==> src/rtl/core/scpd_pkg.sv <==
// Shared types and constants for the sum-checked packet deframer.
// Used by the frame engine, the top level and the checker; depends on nothing else.
package scpd_pkg;

   localparam int unsigned HeaderBytes = 9;

   localparam logic [7:0] SYNC_FIRST  = 8'hef;
   localparam logic [7:0] SYNC_SECOND = 8'h01;
   localparam logic [7:0] TYPE_ACK    = 8'h07;
   localparam logic [15:0] IDLE_MAX   = 16'hffff;
   localparam logic [15:0] TIMEOUT_RESET = 16'd50;

   // Frame parser phases
   localparam logic [3:0] PH_HUNT0 = 4'd0;
   localparam logic [3:0] PH_HUNT1 = 4'd1;
   localparam logic [3:0] PH_ADDR  = 4'd2;
   localparam logic [3:0] PH_TYPE  = 4'd3;
   localparam logic [3:0] PH_LENH  = 4'd4;
   localparam logic [3:0] PH_LENL  = 4'd5;
   localparam logic [3:0] PH_PAY   = 4'd6;
   localparam logic [3:0] PH_CHKH  = 4'd7;
   localparam logic [3:0] PH_CHKL  = 4'd8;

   localparam logic OP_BYTE = 1'b0;
   localparam logic OP_TICK = 1'b1;

   localparam logic KIND_DATA   = 1'b0;
   localparam logic KIND_STATUS = 1'b1;

   localparam logic [1:0] ST_OK      = 2'd0;
   localparam logic [1:0] ST_CHKSUM  = 2'd1;
   localparam logic [1:0] ST_TIMEOUT = 2'd2;
   localparam logic [1:0] ST_BADLEN  = 2'd3;

   typedef struct packed {
      logic        kind;
      logic [7:0]  data_byte;
      logic [1:0]  status;
      logic [7:0]  packet_type;
      logic [7:0]  ack_code;
      logic [16:0] frame_length;
   } scpd_result_type;

endpackage

==> src/rtl/core/scpd_engine.sv <==
// Frame engine: header hunt, length and checksum tracking, idle timeout.
// Depends on scpd_pkg; one request is processed in every cycle that step is high.
module scpd_engine
   import scpd_pkg::*;
(
   input  logic            clock,
   input  logic            reset,
   input  logic            step,
   input  logic            operation,
   input  logic [7:0]      rx_byte,
   input  logic [15:0]     timeout_ticks,
   output logic            res_valid,
   output scpd_result_type res
);

   logic [3:0]  phase_ff, phase_in;
   logic [15:0] count_ff, count_in;
   logic [15:0] len_ff, len_in;
   logic [15:0] sum_ff, sum_in;
   logic [7:0]  chk_hi_ff, chk_hi_in;
   logic [7:0]  type_ff, type_in;
   logic [7:0]  ack_ff, ack_in;
   logic [15:0] idle_ff, idle_in;
   logic        reported_ff, reported_in;

   logic [15:0] limit;
   logic [15:0] len_low;
   logic [15:0] sum_add;
   logic [16:0] flen_cur;
   logic [16:0] flen_low;
   logic        sum_ok;

   always_comb begin
      limit    = (timeout_ticks == 16'd0) ? 16'd1 : timeout_ticks;
      len_low  = len_ff | {8'd0, rx_byte};
      sum_add  = sum_ff + {8'd0, rx_byte};
      flen_cur = {1'b0, len_ff} + 17'(HeaderBytes);
      flen_low = {1'b0, len_low} + 17'(HeaderBytes);
      sum_ok   = ({chk_hi_ff, rx_byte} == sum_ff);

      phase_in    = phase_ff;
      count_in    = count_ff;
      len_in      = len_ff;
      sum_in      = sum_ff;
      chk_hi_in   = chk_hi_ff;
      type_in     = type_ff;
      ack_in      = ack_ff;
      idle_in     = idle_ff;
      reported_in = reported_ff;
      res_valid   = 1'b0;
      res         = '0;

      if (operation == OP_TICK) begin
         if (idle_ff != IDLE_MAX) begin
            idle_in = idle_ff + 16'd1;
         end
         if (!reported_ff && idle_in >= limit) begin
            reported_in = 1'b1;
            phase_in    = PH_HUNT0;
            count_in    = 16'd0;
            res_valid   = 1'b1;
            res.kind    = KIND_STATUS;
            res.status  = ST_TIMEOUT;
         end
      end else begin
         idle_in     = 16'd0;
         reported_in = 1'b0;
         case (phase_ff)
            PH_HUNT0: begin
               if (rx_byte == SYNC_FIRST) begin
                  phase_in = PH_HUNT1;
               end
            end
            PH_HUNT1: begin
               if (rx_byte == SYNC_SECOND) begin
                  phase_in = PH_ADDR;
                  count_in = 16'd0;
               end else begin
                  phase_in = PH_HUNT0;
               end
            end
            PH_ADDR: begin
               count_in = count_ff + 16'd1;
               if (count_in >= 16'd4) begin
                  phase_in = PH_TYPE;
               end
            end
            PH_TYPE: begin
               type_in  = rx_byte;
               ack_in   = 8'd0;
               sum_in   = {8'd0, rx_byte};
               phase_in = PH_LENH;
            end
            PH_LENH: begin
               len_in   = {rx_byte, 8'd0};
               sum_in   = sum_add;
               phase_in = PH_LENL;
            end
            PH_LENL: begin
               len_in = len_low;
               sum_in = sum_add;
               if (len_low < 16'd2) begin
                  // Too short to hold even the checksum: report and resync.
                  phase_in         = PH_HUNT0;
                  reported_in      = 1'b1;
                  res_valid        = 1'b1;
                  res.kind         = KIND_STATUS;
                  res.status       = ST_BADLEN;
                  res.packet_type  = type_ff;
                  res.frame_length = flen_low;
               end else begin
                  count_in = len_low - 16'd2;
                  phase_in = (len_low == 16'd2) ? PH_CHKH : PH_PAY;
               end
            end
            PH_PAY: begin
               if (count_ff == len_ff - 16'd2) begin
                  ack_in = rx_byte;
               end
               sum_in   = sum_add;
               count_in = count_ff - 16'd1;
               if (count_in == 16'd0) begin
                  phase_in = PH_CHKH;
               end
               res_valid        = 1'b1;
               res.kind         = KIND_DATA;
               res.data_byte    = rx_byte;
               res.packet_type  = type_ff;
               res.frame_length = flen_cur;
            end
            PH_CHKH: begin
               chk_hi_in = rx_byte;
               phase_in  = PH_CHKL;
            end
            PH_CHKL: begin
               phase_in         = PH_HUNT0;
               reported_in      = 1'b1;
               res_valid        = 1'b1;
               res.kind         = KIND_STATUS;
               res.status       = sum_ok ? ST_OK : ST_CHKSUM;
               res.packet_type  = type_ff;
               res.frame_length = flen_cur;
               if (sum_ok && type_ff == TYPE_ACK && len_ff > 16'd2) begin
                  res.ack_code = ack_ff;
               end
            end
            default: begin
               phase_in = PH_HUNT0;
            end
         endcase
      end

      if (!step) begin
         res_valid = 1'b0;
      end
   end

   always_ff @(posedge clock) begin
      if (reset) begin
         phase_ff    <= PH_HUNT0;
         count_ff    <= 16'd0;
         len_ff      <= 16'd0;
         sum_ff      <= 16'd0;
         chk_hi_ff   <= 8'd0;
         type_ff     <= 8'd0;
         ack_ff      <= 8'd0;
         idle_ff     <= 16'd0;
         reported_ff <= 1'b1;
      end else if (step) begin
         phase_ff    <= phase_in;
         count_ff    <= count_in;
         len_ff      <= len_in;
         sum_ff      <= sum_in;
         chk_hi_ff   <= chk_hi_in;
         type_ff     <= type_in;
         ack_ff      <= ack_in;
         idle_ff     <= idle_in;
         reported_ff <= reported_in;
      end
   end

endmodule

==> src/rtl/core/sum_checked_packet_deframer_top.sv <==
// Top level of the sum-checked packet deframer: request register, frame engine,
// timeout register and a two-entry response buffer. Depends on scpd_pkg, scpd_engine.

// One request (a received byte or a millisecond tick) is taken every cycle
// that req_stall is low. An accepted request sits in the request register
// until the frame engine, whose state update is registered, works on it; the
// engine's response is combinational and is registered into the output
// register or the skid entry, from which it drives the rsp_ ports.
// Payload bytes are forwarded as they arrive and each frame ends in one status
// response (ok, checksum error, timeout or bad length). The response side has
// an output register and a skid entry, so requests keep flowing while one
// response waits on rsp_stall; req_stall rises only when both are occupied.
// timeout_ticks should be written only while the block is idle; zero behaves
// as one.
module sum_checked_packet_deframer_top
   import scpd_pkg::*;
(
   input  logic        clock,
   input  logic        reset,
   input  logic        req_valid,
   output logic        req_stall,
   input  logic        req_operation,
   input  logic [7:0]  req_rx_byte,
   output logic        rsp_valid,
   input  logic        rsp_stall,
   output logic        rsp_kind,
   output logic [7:0]  rsp_data_byte,
   output logic [1:0]  rsp_status,
   output logic [7:0]  rsp_packet_type,
   output logic [7:0]  rsp_ack_code,
   output logic [16:0] rsp_frame_length,
   input  logic        csr_write_enable,
   input  logic [15:0] csr_write_data
);

   logic            in_valid_ff, in_valid_in;
   logic            in_op_ff;
   logic [7:0]      in_byte_ff;
   logic [15:0]     timeout_ff;
   logic            out_valid_ff, out_valid_in;
   scpd_result_type out_ff, out_in;
   logic            skid_valid_ff, skid_valid_in;
   scpd_result_type skid_ff, skid_in;

   logic            accept;
   logic            step;
   logic            res_valid;
   scpd_result_type res;

   assign req_stall = in_valid_ff & skid_valid_ff;
   assign accept    = req_valid & ~req_stall;
   // The engine only runs when the skid entry is free to catch its response.
   assign step      = in_valid_ff & ~skid_valid_ff;

   scpd_engine u_engine (
      .clock         (clock),
      .reset         (reset),
      .step          (step),
      .operation     (in_op_ff),
      .rx_byte       (in_byte_ff),
      .timeout_ticks (timeout_ff),
      .res_valid     (res_valid),
      .res           (res)
   );

   always_comb begin
      in_valid_in = in_valid_ff;
      if (accept) begin
         in_valid_in = 1'b1;
      end else if (step) begin
         in_valid_in = 1'b0;
      end

      out_valid_in  = out_valid_ff;
      out_in        = out_ff;
      skid_valid_in = skid_valid_ff;
      skid_in       = skid_ff;
      if (!out_valid_ff || !rsp_stall) begin
         out_valid_in  = skid_valid_ff;
         out_in        = skid_ff;
         skid_valid_in = 1'b0;
      end
      if (res_valid) begin
         if (!out_valid_in) begin
            out_valid_in = 1'b1;
            out_in       = res;
         end else begin
            skid_valid_in = 1'b1;
            skid_in       = res;
         end
      end
   end

   always_ff @(posedge clock) begin
      if (reset) begin
         in_valid_ff   <= 1'b0;
         out_valid_ff  <= 1'b0;
         skid_valid_ff <= 1'b0;
         timeout_ff    <= TIMEOUT_RESET;
      end else begin
         in_valid_ff   <= in_valid_in;
         out_valid_ff  <= out_valid_in;
         skid_valid_ff <= skid_valid_in;
         if (csr_write_enable) begin
            timeout_ff <= csr_write_data;
         end
      end
   end

   always_ff @(posedge clock) begin
      if (accept) begin
         in_op_ff   <= req_operation;
         in_byte_ff <= req_rx_byte;
      end
      out_ff  <= out_in;
      skid_ff <= skid_in;
   end

   assign rsp_valid        = out_valid_ff;
   assign rsp_kind         = out_ff.kind;
   assign rsp_data_byte    = out_ff.data_byte;
   assign rsp_status       = out_ff.status;
   assign rsp_packet_type  = out_ff.packet_type;
   assign rsp_ack_code     = out_ff.ack_code;
   assign rsp_frame_length = out_ff.frame_length;

endmodule

==> config.mk <==
export PLATFORM = sky130hd
export DESIGN_NAME = sum_checked_packet_deframer_top
export DESIGN_NICKNAME = d
export VERILOG_FILES = /design/src/rtl/core/scpd_pkg.sv /design/src/rtl/core/scpd_engine.sv /design/src/rtl/core/sum_checked_packet_deframer_top.sv
export SDC_FILE = /design/constraint.sdc
export NUM_CORES = 1
export LEC_CHECK = 0
export BUFFER_PORTS_ARGS = -buffer_cell sky130_fd_sc_hd__buf_2
export CORE_MARGIN = 2
export CORE_UTILIZATION = 60
export CTS_BUF_LIST = sky130_fd_sc_hd__clkbuf_4
export DETAILED_ROUTE_END_ITERATION = 6
export PLACE_DENSITY = 0.91
export SETUP_SLACK_MARGIN = 0.05
export SYNTH_ARGS = -nofsm -noshare
export SYNTH_HDL_FRONTEND = slang
export SYNTH_SLANG_ARGS = --single-unit
==> constraint.sdc <==
create_clock -name clock -period 9.8 [get_ports clock]
set_input_delay 0 -clock clock [delete_from_list [all_inputs] [get_ports clock]]
set_output_delay 0 -clock clock [all_outputs]
set_load 0.02 [all_outputs]
* Word level (Yosys, flattened, before mapping)
Cells that the tools add are included.
Storage, ports and cells: register bits 209, output and inout port bits 46, input bits 30, word-level logic and storage cells 148
Operators by class: magnitude comparators 4, bitwise logic cells 7, multiplexer cells 54, reductions and logical operators 26, eq/ne operators 22, add/sub/neg operators 8
Operator list (number):
- $mux 44 | 3
- $mux 16 | 8
- $pmux 16 s2 | 2
- $pmux 16 s4 | 1
- $mux 8 | 5
- $add 16x4->17 const B | 2
- $pmux 17 s2 | 1
- $mux 33 | 1
- $add 16x1->16 const B | 2
- $eq 16x16->1 | 2
- $logic_not 16->1 | 2
- $pmux 4 s8 | 1
- $pmux 8 s2 | 2
- $sub 16x2->16 const B | 2
- $mux 4 | 6
- $mux 17 | 1
- $add 16x8->16 | 1
- $eq 16x2->1 const B | 1
- $eq 4x3->1 const B | 4
- $ge 16x16->1 | 1
- $ge 16x3->1 const B | 1
- $gt 16x2->1 const B | 1
- $lt 16x2->1 const B | 1
- $mux 1 | 16
- other kinds (30) | 54

* Longest topological paths before layout
Gate-level depths: netlist of run 1.
depth in word-level cells 9, gate-level depth with buffers 17, depth with buffers taken out 14

* By module
Synthesis of run 1 repeated with hierarchy kept, for this count alone.
Second synthesis, totals: cells, all modules 1380, area total of the unflattened synthesis 12195.4 µm²
By module, submodules not included:
- scpd_engine | area an instance 8015.2 µm², seq. area each 1861.8 µm², instances 1, cells each 1063
- sum_checked_packet_deframer_top | area an instance 4180.3 µm², seq. area each 2852.7 µm², instances 1, cells each 317

* Least setup slack after synthesis of run 1
No wires, ideal clock.
kind flip-flop to flip-flop, start register u_engine.idle_ff[3], end register skid_ff[0] in the netlist's numbering (enable), setup time 446 ps, clock period less this slack 5462 ps, slack 4338 ps, stages on the path, launching flop included 15, data arrival time 5017 ps, cells stage by stage dfxtp_1 > clkbuf_1 > and4_1 > nand4_1 > or4_1 > clkbuf_1 > nand2_1 > xnor2_1 > ha_1 > nand4_1 > or3_1 > o21a_1 > nor3_1 > o21ai_0 > nor2_1
Between the ends: longest elaborated chain between the ends 9, elaborated cells between the ends (all ways) 10, classes of those cells add/sub (1); order compare (1); eq/ne (1); mux (5); reduce/logical (2)
Ends and longest elaborated chain:
- from (decl) | RTL line scpd_engine.sv:23 | logic [15:0] idle_ff, idle_in;
- from (signal assigned) | RTL line scpd_engine.sv:177 | idle_ff <= idle_in;
- $add 16x1->16 / $ne 16x16->1 (equally long branches) | RTL line scpd_engine.sv:55, scpd_engine.sv:54
- $mux 16 * | RTL line scpd_engine.sv:54 | if (idle_ff != IDLE_MAX) begin
- $mux 16 * | RTL line scpd_engine.sv:53 | if (operation == OP_TICK) begin
- $ge 16x16->1 * | RTL line scpd_engine.sv:57 | if (!reported_ff && idle_in >= limit) begin
- $logic_and 1x1->1 * | RTL line scpd_engine.sv:57
- $mux 1 * | RTL line scpd_engine.sv:57
- $mux 1 * | RTL line scpd_engine.sv:53
- $mux 1 * | RTL line scpd_engine.sv:153 | if (!step) begin
- $reduce_and 2->1 (no source line) *
- to (signal assigned) | RTL line sum_checked_packet_deframer_top.sv:116 | skid_ff <= skid_in;
- to (decl) | RTL line sum_checked_packet_deframer_top.sv:43 | scpd_result_type skid_ff, skid_in;
Every way passes the cells marked *; elsewhere a longest branch is shown, timed or not. The select of a mux whose other input is x is not followed. A chain may end at the register's enable or synchronous reset.

* Final worst setup path of run 1
start register u_engine.idle_ff[3], end register skid_ff[3] in the netlist's numbering (enable)
Same word-level chain as after synthesis.

==> results of run 1 <==
worst max-delay path by stage:
stage	from	end
4_1_cts	u_engine.idle_ff[3]	skid_ff[12]
3_3_place_gp	u_engine.idle_ff[3]	skid_ff[10]
6_report	u_engine.idle_ff[3]	skid_ff[3]
2_1_floorplan	u_engine.idle_ff[3]	skid_ff[0]
5_1_grt	u_engine.idle_ff[3]	skid_ff[15]
3_5_place_dp	u_engine.idle_ff[3]	skid_ff[7]
area by class of cell:
type                            instances  share of cell area
Antenna cell                            1            0.000182
Tap cell                              270              0.0246
Timing Repair Buffer                  142              0.0739
Sequential cell                       209               0.343
Clock inverter                         14             0.00646
Inverter                               46              0.0126
Multi-Input combinational cell       1000               0.497
Clock buffer                           78              0.0426
cells in the mapped netlist, types with 8 or more instances:
library cell,n,area share
a211oi_1,9,0.0056
a21o_1,8,0.0049
a21oi_1,63,0.026
a221oi_1,8,0.0058
a31oi_1,11,0.0057
and2_1,29,0.015
buf_1,13,0.0040
buf_2,10,0.0041
clkbuf_1,79,0.024
dfxtp_1,156,0.26
edfxtp_1,53,0.13
ha_1,36,0.037
inv_1,46,0.014
mux2_2,71,0.066
mux2i_1,59,0.049
nand2_1,97,0.030
nand2b_1,11,0.0057
nand3_1,37,0.015
nand4_1,41,0.021
nor2_1,143,0.044
nor2b_1,11,0.0057
nor3_1,36,0.015
nor4_1,23,0.012
o211ai_1,12,0.0074
o21a_1,10,0.0062
o21ai_0,54,0.022
o22ai_1,13,0.0067
or3_1,15,0.0077
or4_1,12,0.0074
xnor2_1,50,0.036
xor2_1,35,0.025
repair_timing:
item	4_1_cts	5_1_grt
endpoints found under the hold margin	45	0
resized for setup	0	0
setup buffers	0	0
endpoints found under the setup margin	0	0
hold buffers	55	0
through the flow:
step / worst slack (ns) / hold WS, ns / total power (uW) / cells
after global placement: 5.34 / 0.176 / 999 / 1612
after CTS: 5.13 / 0.00625 / 1760 / 1759
after detailed placement: 5.15 / 0.179 / 1000 / 1612
after global routing: 4.71 / 0.0238 / 1820 / 1760
after floorplan: 4.34 / 0.0989 / 969 / 1363
final: 4.96 / 0.0375 / 1760 / 1760
logic make-up after synthesis:
group / after synthesis / share of synthesized area
AOI/OAI and AO/OA: 249 / 0.136
xor gates and xnor gates: 85 / 0.0613
adders and majority gates: 37 / 0.0387
buffers and inverters: 154 / 0.0514
DFF: 209 / 0.388
muxes: 130 / 0.114
and+or+nand+nor: 499 / 0.210
worst max-delay path, cell delays in order, from the launching register on:
cell and delay (ns):
dfxtp_1 0.47, and4_1 0.28, nand4_1 0.24, nor3b_1 0.36, and3_1 0.23, nand3_1 0.08, o21a_1 0.14, ha_1 0.33
nand4_1 0.17, or3_1 0.42, o21a_1 0.23, nor3_1 0.52, o21ai_0 0.35, nor2_4 0.15, buf_4 0.50
metal layers:
layer  vias to the layer above  GRT usage
met1                      5269      0.367
met3                       142     0.0544
met4                         0      0.174
met2                       600      0.530
li1                       5150          -
met5                         -          0
power by group through the flow:
stage	sequential, uW	clock (uW)	combinational [uW]
after global routing	900	805	114
after global placement	919	0	80.0
after detailed placement	919	0	81.9
final	900	751	107
after CTS	899	758	101
after floorplan	912	0	57.4
registers in the layout (all words and copies together) (netlist names), 2 cells and up:
signal	count
u_engine.phase_ff	4
rsp_status	2
rsp_packet_type	8
rsp_data_byte	8
u_engine.count_ff	16
rsp_frame_length	17
skid_ff	44
u_engine.sum_ff	16
u_engine.chk_hi_ff	8
timeout_ff	16
in_byte_ff	8
u_engine.ack_ff	8
rsp_ack_code	8
u_engine.idle_ff	16
u_engine.len_ff	16
u_engine.type_ff	8
==> flow_summary.toml, run 1 <==
[outcome]
status = "finished, violations left"
violations = "design-rule violations"

[timing]
finalHoldViolCount = 0
tightest_slew_ns = 1.16
post-route-min-period_ns = 4.84
max_slew_margin = 0.224
setup_viol = 0
finClkSkew_ns = 0.0420
rsz0062_at_grt = "false"
finalCritPeriodShare = 0.494
max_freq_ghz = 0.206
slew_violations = 0
finalSetupTns_ns = 0

[clock_tree]
htreeDepth = 2
clk_pin_slew_ns = 0.08
cts_buffers = 52
clock-sinks = 209
cts_buffer_depth = 3
root_buffer = "clkbuf_4"
cts_tree = "done"
insertion_delay_ns = 0.69

[power_and_ir_drop]
pwr_density_cell_nw_per_um2 = 128
p_leak_uw = 0.00561
p_int_uw = 1320
combPwrFrac = 0.061
vdd_drop_max_v = 0.0000943
p_sw_uw = 437
clkPwrFrac = 0.427
seq_power_share = 0.512
power.share.switching = 0.248

[layout]
regArea_sq_um = 4710
syn2layout_area_growth_pct = 13.2
final_common_cell = "dfxtp_1"
final_nets = 1518
fin_util = 0.686
nFillCells = 1485
drive_gt1_frac = 0.179
final_cell_area_sq_um = 13800
final_cell_mix = "156 x dfxtp_1, 142 x nor2_1, 96 x nand2_1"
multi_input_area_sq_um = 6840

[route]
met2_length_mm = 16.6
viasPerCell = 6.34
ant_nets = 0
drc = 9
met3_length_mm = 2.70
wl_met1_mm = 13.1
highest_layer = "met4"
vias = 11161
first_pass_iters = 7
wirelength_mm = 34.0
avgRoutedWirePerCell_um = 19.3
drtIter0Drc = 955

[logic_synthesis]
synthFlopType = "dfxtp_1"
syn_area_per_cell_sq_um = 8.91
ys_types = 78
syn_area_sq_um = 12100
syn_inst = 1363
ys.warnings.count = 0
syn-num-nets = 1430
synth_edf_count = 53
async_flop_share = 0
ys_ff_latch = 209
ys_seq_area_frac = 0.388

[placed_design]
hpwl_mm = 21.5
port_buffers = 75
postPlaceCellArea_sq_um = 12500
place.gp.congestion = 0.946

[critical_path]
cp_data_arrival_time_ns = 5.16
path_max_fanout = 44
r2r_cells = 14
reg2reg_from = "u_engine.idle_ff[3]"
r2r_setup_slack_ns = 4.96
required_ns = 10.11
worstSetupPathType = "reg2reg"
startpoint_type = "flop"
r2r_end = "skid_ff[3]"
crit_path_end_kind = "flop"

[worst_hold_path]
whs_path_depth = 2
whs_endpoint = "in_byte_ff[2]"
worstHoldPathType = "in2reg"
holdCritStartpoint = "req_rx_byte[2]"

[grt]
grt_pass1_vias = 11196
antenna_found_initial = 1
grt_max_degree = 81
grt_pass1_wl_mm = 54.5
gr-total-overflow = 0
grt_usage = 0.309

[floorplan]
core_area_sq_um = 20000
start_util = 0.606
chipWidth_um = 146
io_pins = 76
die_h_um = 146
dieArea_sq_um = 21400
rows = 52

[run]
cap_violations = 0
(Power assumes the default switching activity.)
==> run 2: changes to the inputs <==
- ABC_AREA: unset -> 1
- CORE_UTILIZATION: 60 -> 57
- clock period: 9.8 -> 4.1 ns (I/O delays scaled with it)
==> run 2 against run 1 <==
  * The run now ends clean
  * Synthesized cell count rose by 25%
  * Clock-buffer cell count increased by 10
  * Flip-flop and latch count did not move
  * First-iteration DRC count rose by 36%
  * Combinational power rose to 3.5 times the previous value
  * Sequential share of layout area decreased by 0.14 points
  * Core utilization decreased by 2.3 points
  * Non-clock buffer count is 2 higher
  * Critical path type unchanged
==> flow_summary.toml, run 2 <==
[outcome]
status = "complete, no violations"

[layout]
instances_no_fill = 2149
largest_register_ff_count = 44
final_nets = 1896
final_common_cell = "nand2_1"
final_cell_mix = "453 x nand2_1, 180 x nor2_1, 165 x inv_1"
drive_gt1_frac = 0.121
top_register = "skid_ff"
syn2layout_area_growth_pct = 15.4

[critical_path]
critical_path.cell_chain = "ha_1, nand4_1, nor2_2, nand2_1, nor2_1, nand2_1, nand3_1, nor2_1, a21oi_1, ha_1, nand2_1, nor2_1, nand2_1, nand2_1, nor2_1, nand2_1, nand2_1, nand2_1, nand2_1, nand2_1, nand3_4, nor2_4, buf_4"
worstSetupPathType = "reg2reg"
cpPeakStageDelay_ns = 0.40
r2r_setup_slack_ns = 0.32
startpoint_type = "flop"
crit_top_cell = "nand2_1"
crit_family = "simple AND/OR/NAND/NOR gates"
r2r_cells = 23
cp_data_arrival_time_ns = 4.19
path_buf_inv = 1
path_max_fanout = 15
crit_path_end_kind = "flop"
cp_num_cells = 23
slowest_stage = "dfxtp_1"
required_ns = 4.51

[clock_tree]
cts_tree = "done"
clock-sinks = 209
root_buffer = "clkbuf_4"
cts_buffer_depth = 3
insertion_delay_ns = 0.74
clk_pin_slew_ns = 0.07
htreeDepth = 2
cts_buffers = 52

[floorplan]
core_area_sq_um = 20800
chipWidth_um = 149
start_util = 0.575
io_pins = 76
rows = 53
dieArea_sq_um = 22200
die_h_um = 149

[grt]
gr-total-overflow = 0
antenna_found_initial = 1
grt_max_degree = 49
grt_usage = 0.307
grt_pass1_vias = 11693
grt_pass1_wl_mm = 55.3

[worst_hold_path]
worstHoldPathType = "in2reg"
whs_path_depth = 2

[timing]
rsz0062_at_grt = "false"
finalCritPeriodShare = 0.923
setup_viol = 0
slew_violations = 0
finalHoldViolCount = 0
finClkSkew_ns = 0.0557
finalSetupTns_ns = 0
tightest_slew_ns = 1.14
post-route-min-period_ns = 3.78
max_slew_margin = 0.239
max_freq_ghz = 0.264

[placed_design]
port_buffers = 75
hpwl_mm = 23.4
place.gp.congestion = 1.08
place_inst = 1991

[run]
cap_violations = 0

[logic_synthesis]
syn_inst = 1699
synthFlopType = "dfxtp_1"
syn-num-nets = 1766
ys_ff_latch = 209
netlist.area_leader.share = 0.261
ys_seq_area_frac = 0.394
synthSimpleGateAreaFrac = 0.298
synth_xor_area_frac = 0.0344
ys_types = 49
ys.warnings.count = 0
synth_compound_area_frac = 0.131
synth_edf_count = 53
synth.most_common_cell = "nand2_1"
synth_area_leaders = "dfxtp_1 26%, nand2_1 14%, edfxtp_1 13%, nor2_1 5.7%, a21oi_1 5.5%"
async_flop_share = 0
yosys-top-cells-count = "454 x nand2_1, 182 x nor2_1, 165 x inv_1, 156 x dfxtp_1, 131 x a21oi_1"
syn_area_per_cell_sq_um = 7.04
syn_area_sq_um = 12000
synthAdderAreaFrac = 0.0393
synth_top_family_by_area = "simple AND/OR/NAND/NOR gates"
yosys.area.top_type = "dfxtp_1"
synth.area.mux_share = 0.0217

[route]
ant_nets = 0
drc = 0
wirelength_mm = 35.0
viasPerCell = 5.76
drtIter0Drc = 1301
avgRoutedWirePerCell_um = 16.3
first_pass_iters = 7
vias = 12384

[power_and_ir_drop]
p_leak_uw = 0.00654
pwr_density_cell_nw_per_um2 = 320
vdd_drop_max_v = 0.000226
## run 2: cell count changes after synthesis, sizes merged, moves of 67 or more
cell / change
o21ai: +69
nand3: +73
mux2: -71
nand2: +362
inv: +127
a21oi: +67
## run 2: routing by layer
| layer | wire length (um) | vias to the layer above | track usage | share of wire |
|---|---|---|---|---|
| met5 | 0 | - | 0 | 0 |
| met4 | 1500 | 0 | 0.146 | 0.043 |
| met3 | 3450 | 125 | 0.0621 | 0.098 |
| met2 | 16500 | 735 | 0.521 | 0.47 |
| met1 | 13600 | 5647 | 0.376 | 0.39 |
| li1 | - | 5877 | - | - |
## run 2: final timing paths
| kind | end | from |
|---|---|---|
| max | skid_ff[40] | u_engine.idle_ff[1] |
| min | in_op_ff | req_operation |
| max reg2reg | skid_ff[40] | u_engine.idle_ff[1] |
| min reg2reg | u_engine.idle_ff[3] | u_engine.idle_ff[3] |
## run 2: what timing repair did
action,CTS,global route
hold buffers,50,1
buffers inserted,0,6
endpoints found under the setup margin,0,84
hold endpoints to repair,83,1
resized for setup,0,6
## run 2: layout make-up
cell class | count | area [sq um]
fillers | 1693 | 7010
multi-input cells | 1246 | 6310
flip-flops and latches | 209 | 4710
repair buffers | 144 | 1060
inverters | 176 | 664
clock buffers | 88 | 661
well taps | 275 | 344
clock inverters | 9 | 50.0
diodes | 2 | 5.00
## run 2: through the flow
| step | hold slack, ns | power [uW] | worst slack (ns) | area [sq um] | util |
|---|---|---|---|---|---|
| floorplan | 0.0989 | 2430 | 0.532 | 12000 | - |
| global placement | 0.178 | 2510 | 0.482 | 12500 | 0.600 |
| detailed placement | 0.185 | 2520 | 0.270 | 12500 | 0.600 |
| CTS | 0.00212 | 4400 | 0.260 | 13700 | 0.658 |
| global route | 0.0221 | 4600 | 0.0603 | 13800 | 0.663 |
| finish | 0.0351 | 4410 | 0.317 | 13800 | 0.663 |
## run 2: report_power, final
part	total (uW)	leakage, uW	internal, uW	switching (uW)
clock network	1870	0.000428	970	900
registers	2170	0.00185	2130	35.8
logic	377	0.00426	137	240
total	4410	0.00654	3240	1180
## run 2: kinds of logic (layout without fill, tap and decap cells)
kind of cell | Yosys count | in the layout
flops | 209 | 209
buf+inv | 245 | 417
mux | 26 | 26
fa+ha+maj | 37 | 37
other cells | 0 | 2
simple gates | 841 | 842
xor+xnor | 47 | 47
compound gates | 294 | 294
==> run 3: changes to the inputs <==
- RECOVER_POWER: unset -> 25
- TNS_END_PERCENT: unset -> 5
==> run 3 against run 2 <==
  * The run now ends with max-capacitance violations, max-slew violations left
  * Sequential power is essentially flat
  * Core utilization shrank 0.43 points
  * Cell area shrank 0.64%
  * Critical path type unchanged
  * Flip-flop and latch count is the same
  * Setup slack gained 0.048 ns
  * Sequential share of layout area grew 0.22 points
  * Critical endpoint is now u_engine.count_ff[4]
  * Highest routed layer unchanged
  * Hold slack gained 0.031 ns
==> flow_summary.toml, run 3 (synthesized netlist as in run 2, its figures left out) <==
[floorplan]
core_area_sq_um = 20800
rows = 53
start_util = 0.575
io_pins = 76
dieArea_sq_um = 22200
die_h_um = 149
chipWidth_um = 149

[timing]
finClkSkew_ns = 0.0653
post-route-min-period_ns = 3.74
finalSetupTns_ns = 0
tightest_slew_ns = 2.21
max_slew_margin = -0.470
setup_slack_ns = 0.365
finalHoldViolCount = 0
finalCritPeriodShare = 0.911
holdWs_ns = 0.0658
slew_violations = 41
setup_viol = 0
max_freq_ghz = 0.268
rsz0062_at_grt = "false"

[critical_path]
crit_path_end_kind = "flop"
cp_data_arrival_time_ns = 4.24
startpoint_type = "flop"
critPathLaunch = "u_engine.idle_ff[1]"
reg2reg_from = "u_engine.idle_ff[1]"
required_ns = 4.61
worstSetupPathType = "reg2reg"
path_max_fanout = 17

[route]
drtIter0Drc = 1230
wirelength_mm = 34.8
viasPerCell = 5.74
vias = 12327
drc = 0
avgRoutedWirePerCell_um = 16.2
ant_nets = 0
first_pass_iters = 6

[worst_hold_path]
holdCritStartpoint = "req_rx_byte[3]"
worstHoldPathType = "in2reg"

[layout]
final_common_cell = "nand2_1"
final_nets = 1894
regArea_sq_um = 4710
syn2layout_area_growth_pct = 14.6
final_cell_area_sq_um = 13700
top_register = "skid_ff"
nFillCells = 1742
largest_register_ff_count = 44
multi_input_area_sq_um = 6300
final_cell_mix = "453 x nand2_1, 180 x nor2_1, 165 x inv_1"
drive_gt1_frac = 0.0914

[grt]
grt_pass1_wl_mm = 55.3
antenna_found_initial = 1
gr-total-overflow = 0
grt_max_degree = 49
grt_usage = 0.307
grt_pass1_vias = 11693

[power_and_ir_drop]
p_int_uw = 3240
finalPower_uw = 4410
power.share.switching = 0.266
p_sw_uw = 1170
combPwrFrac = 0.085
pwr_density_cell_nw_per_um2 = 321
seq_power_share = 0.492
p_leak_uw = 0.00631
vdd_drop_max_v = 0.000222
clkPwrFrac = 0.424

[placed_design]
postPlaceCellArea_sq_um = 12500
place.gp.congestion = 1.08
port_buffers = 75
pre_cts_ws_ns = 0.270
hpwl_mm = 23.4

[clock_tree]
cts_tree = "done"
clk_pin_slew_ns = 0.07
clock-sinks = 209
insertion_delay_ns = 0.75
root_buffer = "clkbuf_4"
htreeDepth = 2
cts_buffer_depth = 3
cts_buffers = 52

[run]
cap_violations = 1

[outcome]
status = "finished, violations left"
violations = "max-capacitance violations, max-slew violations"
run 3: changes by cell type in the layout (fill, tap and decap cells not counted), sizes merged:
cell / change
nor2: -1
buf: -56
clkbuf: +55
run 3: area by class of cell:
cell class	count	share of cell area
Multi-Input combinational cell	1245	0.459
Sequential cell	209	0.344
Timing Repair Buffer	143	0.0718
Inverter	176	0.0484
Clock buffer	88	0.0481
Tap cell	275	0.0251
Clock inverter	9	0.00365
Antenna cell	2	0.000365
run 3: critical path, cell delays in order (launching register included):
cell,delay [ns]
dfxtp_1,0.40
ha_2,0.24
nand4_1,0.18
nor2_2,0.18
nand2_1,0.11
nor2_1,0.17
nand2_1,0.14
nand3_1,0.11
nor2_1,0.06
a21oi_2,0.16
ha_1,0.16
nand2_1,0.07
nor2_1,0.17
nand2_1,0.08
nand2_1,0.07
nor2_1,0.04
nand2_1,0.05
nand2_1,0.04
nand2_1,0.14
nand2_1,0.07
nand2_1,0.17
nand3_2,0.14
buf_4,0.23
o21ai_0,0.27
nor2_1,0.08
run 3: power by group through the flow:
stage	combinational, uW	sequential, uW	clock (uW)
detailed placement	313	2210	0
floorplan	231	2200	0
global route	410	2170	2010
global placement	305	2210	0
finish	373	2170	1870
CTS	354	2160	1880
run 3: final timing paths:
check / to / slack (ns) / cells past startpoint
setup / recovery: u_engine.count_ff[4] / 0.36 / 24
hold / removal: in_byte_ff[3] / 0.07 / 2
setup reg to reg: u_engine.count_ff[4] / 0.36 / 24
hold reg to reg: u_engine.sum_ff[7] / 0.48 / 2
run 3: per-stage QoR:
stage | std cells | util
after global placement | 1991 | 0.600
after detailed placement | 1991 | 0.600
after floorplan | 1699 | -
after CTS | 2138 | 0.658
final | 2147 | 0.659
after global routing | 2146 | 0.659
run 3: routing by layer:
metal	up-vias	share of wire	global-route usage
met4	0	0.037	0.146
li1	5882	-	-
met1	5630	0.39	0.376
met3	117	0.099	0.0621
met5	-	0	0
met2	698	0.47	0.521
run 3: what timing repair did:
| item | in CTS | in global routing |
|---|---|---|
| hold endpoints to repair | 83 | 1 |
| endpoints found under the setup margin | 0 | 84 |
| hold buffers | 50 | 1 |
| buffers inserted | 0 | 5 |
| resized for setup | 0 | 9 |
